===== src/wmm_pkg.sv =====
`timescale 1ns / 1ps
// shared types and constants of the window minimizer marker
// no dependencies; imported by every module of the block

package wmm_pkg;

  // field widths fixed by the stream format
  localparam int unsigned HASH_W = 64;
  localparam int unsigned CFG_W  = 6;

  // hash value that stands for a position without a k-mer
  localparam logic [HASH_W-1:0] NO_KMER = '1;

  // window size after reset
  localparam logic [CFG_W-1:0] WINDOW_RESET = 6'd8;

  // control from the sequencer to the minimum unit
  typedef struct packed {
    logic start;  // clear the running minimum before a scan
    logic cmp;    // read data holds a window entry to compare
  } wmm_min_ctrl_t;

endpackage


===== src/wmm_value_ram.sv =====
`timescale 1ns / 1ps
// hash value store of the window buffer: one write port, one registered read port
// depends on wmm_pkg for the hash width

module wmm_value_ram #(
  parameter int unsigned DEPTH = 32,
  parameter int unsigned AW    = 5
) (
  input  logic                      clk,
  input  logic                      wr_en,
  input  logic [AW-1:0]             wr_addr,
  input  logic [wmm_pkg::HASH_W-1:0] wr_data,
  input  logic                      rd_en,
  input  logic [AW-1:0]             rd_addr,
  output logic [wmm_pkg::HASH_W-1:0] rd_data
);
  import wmm_pkg::*;

  logic [HASH_W-1:0] mem [DEPTH];

  // write port
  always_ff @(posedge clk) begin
    if (wr_en) begin
      mem[wr_addr] <= wr_data;
    end
  end

  // registered read port, holds its data while not enabled
  always_ff @(posedge clk) begin
    if (rd_en) begin
      rd_data <= mem[rd_addr];
    end
  end

endmodule


===== src/wmm_min_unit.sv =====
`timescale 1ns / 1ps
// shared comparator that tracks the leftmost strict minimum of a window scan
// depends on wmm_pkg for the hash width and the control struct

module wmm_min_unit #(
  parameter int unsigned AW = 5
) (
  input  logic                       clk,
  input  logic                       rst,
  input  wmm_pkg::wmm_min_ctrl_t     ctrl,
  input  logic [wmm_pkg::HASH_W-1:0] data,
  input  logic [AW-1:0]              ptr,
  output logic [wmm_pkg::HASH_W-1:0] min_val,
  output logic [AW-1:0]              min_ptr
);
  import wmm_pkg::*;

  logic have_min;

  // first entry always taken, later ones only when strictly smaller
  always_ff @(posedge clk) begin
    if (rst) begin
      have_min <= 1'b0;
    end else if (ctrl.start) begin
      have_min <= 1'b0;
    end else if (ctrl.cmp) begin
      have_min <= 1'b1;
    end
  end

  always_ff @(posedge clk) begin
    if (ctrl.cmp && (!have_min || data < min_val)) begin
      min_val <= data;
      min_ptr <= ptr;
    end
  end

endmodule


===== src/window_minimizer_marker.sv =====
`timescale 1ns / 1ps
// top level of the window minimizer marker: sequencer, mark flags and output register
// depends on wmm_pkg, wmm_value_ram and wmm_min_unit

// Usage
// - s_axis carries one request per sequence position: the 64-bit k-mer hash in
//   tdata, tlast on the final position. A hash of all ones means no k-mer.
// - m_axis returns each position once it is final, in input order: hash in tdata,
//   the minimizer mark in tuser, tlast on the final position of the sequence.
// - cfg carries the window size (0 acts as 1, sizes above MAX_WINDOW saturate);
//   write it only while the block is idle.
// - s_axis_tready is high only while the sequencer waits for input. A request
//   that completes a window of W positions takes insert, check, a scan (one
//   comparator scans one buffered entry per cycle), read and output steps; one
//   that leaves the window not full takes only insert and check. On tlast each
//   remaining buffered position is flushed through check, read and output.
// - a result sits in the output register until taken; while the receiver
//   stalls the sequencer waits before popping the next position.
// - reset empties the buffer, clears all marks and sets the window size to 8.
//   No clearing pass is needed.

module window_minimizer_marker #(
  parameter int unsigned MAX_WINDOW = 32
) (
  input  logic                       clk,
  input  logic                       rst,
  // input stream
  input  logic                       s_axis_tvalid,
  output logic                       s_axis_tready,
  input  logic [wmm_pkg::HASH_W-1:0] s_axis_tdata,   // [63:0] hash_value
  input  logic                       s_axis_tlast,   // end_of_sequence
  // result stream
  output logic                       m_axis_tvalid,
  input  logic                       m_axis_tready,
  output logic [wmm_pkg::HASH_W-1:0] m_axis_tdata,   // [63:0] position_value
  output logic                       m_axis_tuser,   // [0] is_minimizer
  output logic                       m_axis_tlast,   // last_of_sequence
  // window size write
  input  logic                       cfg_valid,
  output logic                       cfg_ready,
  input  logic [wmm_pkg::CFG_W-1:0]  cfg_data
);
  import wmm_pkg::*;

  localparam int unsigned AW = (MAX_WINDOW > 1) ? $clog2(MAX_WINDOW) : 1;
  localparam int unsigned CW = $clog2(MAX_WINDOW + 1);
  localparam logic [AW-1:0] LAST_PTR = AW'(MAX_WINDOW - 1);
  localparam logic [CW-1:0] MAX_CNT  = CW'(MAX_WINDOW);
  localparam logic [CFG_W:0] MAX_CFG = (CFG_W + 1)'(MAX_WINDOW);

  typedef enum logic [2:0] {
    ST_IDLE,
    ST_CHECK,
    ST_SCAN,
    ST_POP_RD,
    ST_POP_OUT
  } state_t;

  state_t            state;
  logic [CFG_W-1:0]  window_size;
  logic [CW-1:0]     win_eff;
  logic [CW-1:0]     fill;
  logic [AW-1:0]     head;
  logic [AW-1:0]     tail;
  logic              eos;
  logic              marks [MAX_WINDOW];
  logic [AW-1:0]     issue_ptr;
  logic [CW-1:0]     issue_cnt;
  logic              cmp_valid;
  logic [AW-1:0]     cmp_ptr;
  logic              out_valid;
  logic              out_load;
  logic [HASH_W-1:0] out_data;
  logic              out_mark;
  logic              out_last;

  logic              wr_en;
  logic              rd_en;
  logic [AW-1:0]     rd_addr;
  logic [HASH_W-1:0] rd_data;
  wmm_min_ctrl_t     min_ctrl;
  logic [HASH_W-1:0] min_val;
  logic [AW-1:0]     min_ptr;

  // circular buffer pointer step
  function automatic logic [AW-1:0] ptr_inc(input logic [AW-1:0] p);
    return (p == LAST_PTR) ? '0 : p + AW'(1);
  endfunction

  // effective window length
  always_comb begin
    if (window_size == '0) begin
      win_eff = CW'(1);
    end else if ({1'b0, window_size} > MAX_CFG) begin
      win_eff = MAX_CNT;
    end else begin
      win_eff = CW'(window_size);
    end
  end

  // handshakes and memory control
  assign s_axis_tready = (state == ST_IDLE);
  assign cfg_ready     = 1'b1;
  assign wr_en         = s_axis_tvalid && s_axis_tready;
  assign rd_en         = ((state == ST_SCAN) && (issue_cnt != win_eff)) ||
                         (state == ST_POP_RD);
  assign rd_addr       = (state == ST_SCAN) ? issue_ptr : head;
  assign out_load      = (state == ST_POP_OUT) && (!out_valid || m_axis_tready);

  assign min_ctrl.start = (state == ST_CHECK) && (fill >= win_eff);
  assign min_ctrl.cmp   = (state == ST_SCAN) && cmp_valid;

  assign m_axis_tvalid = out_valid;
  assign m_axis_tdata  = out_data;
  assign m_axis_tuser  = out_mark;
  assign m_axis_tlast  = out_last;

  wmm_value_ram #(
    .DEPTH (MAX_WINDOW),
    .AW    (AW)
  ) u_value_ram (
    .clk     (clk),
    .wr_en   (wr_en),
    .wr_addr (tail),
    .wr_data (s_axis_tdata),
    .rd_en   (rd_en),
    .rd_addr (rd_addr),
    .rd_data (rd_data)
  );

  wmm_min_unit #(
    .AW (AW)
  ) u_min_unit (
    .clk     (clk),
    .rst     (rst),
    .ctrl    (min_ctrl),
    .data    (rd_data),
    .ptr     (cmp_ptr),
    .min_val (min_val),
    .min_ptr (min_ptr)
  );

  // sequencer: insert, scan full windows, pop finished positions, flush on tlast
  always_ff @(posedge clk) begin
    if (rst) begin
      state       <= ST_IDLE;
      window_size <= WINDOW_RESET;
      fill        <= '0;
      head        <= '0;
      tail        <= '0;
      eos         <= 1'b0;
      issue_ptr   <= '0;
      issue_cnt   <= '0;
      cmp_valid   <= 1'b0;
      cmp_ptr     <= '0;
      out_valid   <= 1'b0;
      for (int i = 0; i < MAX_WINDOW; i++) begin
        marks[i] <= 1'b0;
      end
    end else begin
      if (cfg_valid && cfg_ready) begin
        window_size <= cfg_data;
      end
      // output register: loaded by the pop step, cleared once taken
      if (out_load) begin
        out_valid <= 1'b1;
      end else if (m_axis_tready) begin
        out_valid <= 1'b0;
      end
      case (state)
        ST_IDLE: begin
          if (wr_en) begin
            marks[tail] <= 1'b0;
            tail        <= ptr_inc(tail);
            fill        <= fill + CW'(1);
            eos         <= s_axis_tlast;
            state       <= ST_CHECK;
          end
        end
        ST_CHECK: begin
          if (fill >= win_eff) begin
            issue_ptr <= head;
            issue_cnt <= '0;
            cmp_valid <= 1'b0;
            state     <= ST_SCAN;
          end else if (eos && fill != '0) begin
            state <= ST_POP_RD;
          end else begin
            eos   <= 1'b0;
            state <= ST_IDLE;
          end
        end
        ST_SCAN: begin
          if (issue_cnt != win_eff) begin
            issue_ptr <= ptr_inc(issue_ptr);
            issue_cnt <= issue_cnt + CW'(1);
            cmp_valid <= 1'b1;
            cmp_ptr   <= issue_ptr;
          end else begin
            cmp_valid <= 1'b0;
            // last compare has landed: mark the minimum unless it is the sentinel
            if (!cmp_valid) begin
              if (min_val != NO_KMER) begin
                marks[min_ptr] <= 1'b1;
              end
              state <= ST_POP_RD;
            end
          end
        end
        ST_POP_RD: begin
          state <= ST_POP_OUT;
        end
        ST_POP_OUT: begin
          if (out_load) begin
            marks[head] <= 1'b0;
            head        <= ptr_inc(head);
            fill        <= fill - CW'(1);
            state       <= ST_CHECK;
          end
        end
        default: begin
          state <= ST_IDLE;
        end
      endcase
    end
  end

  // result payload
  always_ff @(posedge clk) begin
    if (out_load) begin
      out_data <= rd_data;
      out_mark <= marks[head];
      out_last <= eos && (fill == CW'(1));
    end
  end

  // buffer never holds more than the store depth
  assert property (@(posedge clk) disable iff (rst) fill <= MAX_CNT)
    else $error("window buffer overfilled");

  // a new position only arrives while the buffer has room
  assert property (@(posedge clk) disable iff (rst)
    (s_axis_tvalid && s_axis_tready) |-> (fill < MAX_CNT))
    else $error("input taken while the buffer is full");

  // an empty buffer has matching pointers
  assert property (@(posedge clk) disable iff (rst) (fill == '0) |-> (head == tail))
    else $error("head and tail disagree on an empty buffer");

  // the final result of a sequence leaves the buffer empty
  assert property (@(posedge clk) disable iff (rst)
    (out_load && eos && fill == CW'(1)) |=> (fill == '0))
    else $error("buffer not empty after the final result");

  // scans only start from the check step with a full window
  assert property (@(posedge clk) disable iff (rst)
    ($rose(state == ST_SCAN)) |-> ($past(state) == ST_CHECK && issue_cnt == '0))
    else $error("scan entered out of sequence");

endmodule


===== config.mk =====
export PLATFORM = sky130hd
export DESIGN_NAME = window_minimizer_marker
export DESIGN_NICKNAME = d
export VERILOG_FILES = /design/src/wmm_pkg.sv /design/src/wmm_value_ram.sv /design/src/wmm_min_unit.sv /design/src/window_minimizer_marker.sv
export SDC_FILE = /design/constraint.sdc
export NUM_CORES = 2
export LEC_CHECK = 0
export BUFFER_PORTS_ARGS = -buffer_cell sky130_fd_sc_hd__buf_2
export CORE_ASPECT_RATIO = 0.8
export CORE_MARGIN = 5
export CORE_UTILIZATION = 62
export CTS_CLUSTER_DIAMETER = 120
export CTS_CLUSTER_SIZE = 28
export DETAILED_ROUTE_END_ITERATION = 6
export PLACE_DENSITY = 0.79
export SYNTH_ARGS = -nofsm -noshare
export SYNTH_HDL_FRONTEND = slang
export SYNTH_HIERARCHICAL = 1
export SYNTH_SLANG_ARGS = --single-unit

===== constraint.sdc =====
create_clock -name clk -period 5.7 [get_ports clk]
set_input_delay 0.285 -clock clk [delete_from_list [all_inputs] [get_ports clk]]
set_output_delay 0.285 -clock clk [all_outputs]
set_load 0.02 [all_outputs]

==> summary.txt <==
Place
  – Routability Congestion: 0.815
  – Hpwl dp: 117,000 µm
  – Buffers on Ports: 143
  – Pre-CTS WS: 1.36 ns

Yosys
  – Post-synthesis sequential area ratio: 77.1%
  – Cells after Synth: 3,948
  – Area leader, netlist: edfxtp_1
  – Top_reg_cell synth: edfxtp_1
  – Synth Register Bits: 2,324
  – Cell Area, Synth: 90,000 µm²
  – Total number of yosys warnings: 6
  – Area share of the largest cell type after synthesis: 76.1%
  – Post-synth EDFFs: 2,279
  – Most common cell in the netlist: edfxtp_1
  – Async SR Flop Fraction: 0%
  – Mapped Nets: 4,104
  – Avg Inst Size Synth: 22.8 µm²
  – Top post-synthesis cells by count: 2,279 x edfxtp_1, 612 x mux4_2, 108 x nor2_1, 80 x ha_1, 75 x mux2_2
  – Area contributors post-synth: edfxtp_1 76%, mux4_2 15%, ha_1 1.1%
  – Yosys cell types: 86

Layout
  – Final nets: 4,349
  – Area grow syn2layout: 7.95%
  – Post-layout util: 67.1%
  – Share of cells above drive strength 1: 26.8%

Power and ir drop
  – Overall power: 27.7 mW
  – Cell internal pwr: 22.2 mW
  – Power per cell area: 285 nW/µm²
  – Peak supply drop: 0.240 mV
  – Leak Pwr: 29.3 nW
  – Switching Fraction: 19.7%
  – Sequential Power Share: 68.5%
  – Combinational share of power: 3.0%
  – Clock share of power: 28.5%
  – Switching power total: 5.44 mW

Global routing
  – Grt ovf: 0
  – Initial antenna violation count: 11
  – First-pass GRT wire length: 318,000 µm
  – Largest net degree at the start of global routing: 76
  – Vias in the first global route: 43,099
  – GRT Overall Usage: 29.3%

Floorplan
  – Core area: 145,000 µm²
  – Starting density of the core: 62.2%
  – Die ar.: 153,000 µm²
  – # rows: 125
  – Die X: 436 µm
  – Io pins: 145
  – Die Y: 351 µm

STA
  – Hold slack: 0.0384 ns
  – Final Slew Violations: 0
  – Slew @ Worst Pin: 1.24 ns
  – Skew final: 0.0288 ns
  – Post-Route Setup TNS: 0 ns
  – Setup-failing EPs final: 0
  – Min setup slack post-route: 1.31 ns
  – Max Freq: 228 MHz
  – Crit share post-route: 77.0%
  – Slew headroom: 17.0%
  – RSZ-0062 raised after global routing: no
  – Final Hold Viols: 0
  – Post-route minimum period: 4.39 ns

CTS
  – Hold buffers post-CTS: 73
  – Resize count post-CTS: 0
  – Clock sinks: 2,324
  – Clock Tree Buf Depth: 3
  – Worst skew pair latency: 0.75 ns
  – CTS Buf Count: 93
  – Clock-pin slew on the worst setup and hold paths: 0.11 ns
  – Clock Tree Root: clkbuf_16
  – Setup bufs post-CTS: 0
  – TritonCTS clock tree: yes
  – H-tree levels: 3

Status
  – Outcome: complete, no violations

Setup path
  – Sequence of cells on the critical path: nor2b_1, nor2b_1, nand2_1, nand2_4, buf_12, mux4_2, mux4_2, mux2_2
  – Worst setup SP type: register
  – Crit-path max cell delay: 0.69 ns
  – Crit path max fanout: 57
  – CP Buf/Inv Count: 1
  – Critical Path Sink Type: register
  – Worst EP required: 6.19 ns
  – Slowest-stage cell, CP: nand2_4
  – CP top delay family: simple AND/OR/NAND/NOR gates
  – Worst EP arrival: 4.88 ns
  – Critical path class: reg2reg

Detailed routing
  – Initial DRC count: 6,466
  – Via density: 7.16
  – DR pass1 iterations: 6
  – Final wirelength: 222,000 µm
  – Routed vias: 43,771
  – Antenna-violating nets left: 0
  – Post-DR wirelength/cell: 36.3 µm
  – # DRC: 0

Hold path
  – Hold WC Path Type: in2reg

Run
  – Maxcap violations: 0
-- worst register-to-register path: stages (launching register included) --
cell	delay, ns
dfxtp_1	0.40
nor2b_1	0.28
nor2b_1	0.62
nand2_1	0.20
nand2_4	0.69
buf_12	0.50
mux4_2	0.65
mux4_2	0.50
mux2_2	0.29
-- layout by cell type (no fill, tap or decap), types with 6 or more instances in the layout --
master,n
a31o_1,18
mux2_2,75
o21ai_0,27
buf_12,43
or3_1,7
o211ai_1,7
a21oi_1,44
buf_2,143
a21o_1,14
nor2b_1,10
nand2_1,55
ha_1,80
mux4_2,612
o21bai_1,7
buf_4,77
nand4_1,30
nor4_1,6
a211oi_1,6
mux2i_1,54
inv_1,73
clkbuf_16,96
a221oi_1,12
and2_1,8
nor2_1,76
nor3_1,25
clkbuf_1,6
dfxtp_1,45
o22ai_1,11
dlygate4sd3_1,73
xor2_1,7
nand2b_1,9
nand3_1,15
nor2_4,32
edfxtp_1,2279
nand3b_1,8
-- sequential cells by signal, summed over array words and instances (netlist names) --
signal / count
window_size: 6
issue_ptr: 5
u_value_ram/rd_data: 64
fill: 6
issue_cnt: 6
cmp_valid: 1
m_axis_tdata: 64
u_min_unit/have_min: 1
state: 3
m_axis_tvalid: 1
cmp_ptr: 5
tail: 5
u_min_unit/min_ptr: 5
m_axis_tlast: 1
m_axis_tuser: 1
eos: 1
u_value_ram/mem: 2048
u_min_unit/min_val: 64
marks: 32
head: 5
-- per-stage QoR --
stage          std cells  area (µm²)
3_3_place_gp        5930       93900
6_report            6114       97100
3_5_place_dp        5930       93900
5_1_grt             6111       97100
2_1_floorplan       3948       90000
4_1_cts             6110       97100
-- cells by family (layout without fill, tap and decap cells) --
logic type	after synthesis	count (layout)	share of synthesized area, %
xor gates and xnor gates	11	11	0.107
and+or+nand+nor	328	328	1.91
muxes	741	741	16.9
AOI/OAI and AO/OA	201	201	1.58
DFF	2324	2324	77.1
buffers and inverters	262	519	1.34
other	1	5	0.00417
adders and majority gates	80	80	1.11
-- power groups by stage --
stage                     sequential, mW  combinational, mW  clock, mW
after floorplan                     19.3              0.391          0
after global placement              19.3              0.736          0
after detailed placement            19.3              0.772          0
after CTS                           19.0              0.826       7.98
after global routing                19.0              0.894       8.68
final                               19.0              0.831       7.90
-- layout make-up --
type	instances	area, µm²
Fill cell	8543	47600
Inverter	76	288
Sequential cell	2324	69300
Timing Repair Buffer	336	2890
Tap cell	1905	2380
Antenna cell	4	10.0
Multi-Input combinational cell	1362	19700
Clock buffer	102	2420
Clock inverter	5	82.6
-- path summary, 6_finish.rpt --
check                                               end  slack [ns]  depth (start not counted)  startpoint
worst max-delay path            u_value_ram/rd_data[18]        1.31                          8    state[1]
worst min-delay path                     window_size[4]        0.04                          2         rst
worst max register to register  u_value_ram/rd_data[18]        1.31                          8    state[1]
worst min register to register    u_min_unit/min_ptr[4]        0.45                          0  cmp_ptr[4]
-- metal layers --
metal / global-route usage (%) / vias up / share of wire [%]
met5: 0 / - / 0.031
met4: 8.92 / 12 / 3.8
met3: 6.04 / 477 / 13
met2: 46.5 / 3184 / 48
met1: 42.4 / 23086 / 35
li1: - / 17012 / -
Note: power is estimated with default switching activity, not from simulation.
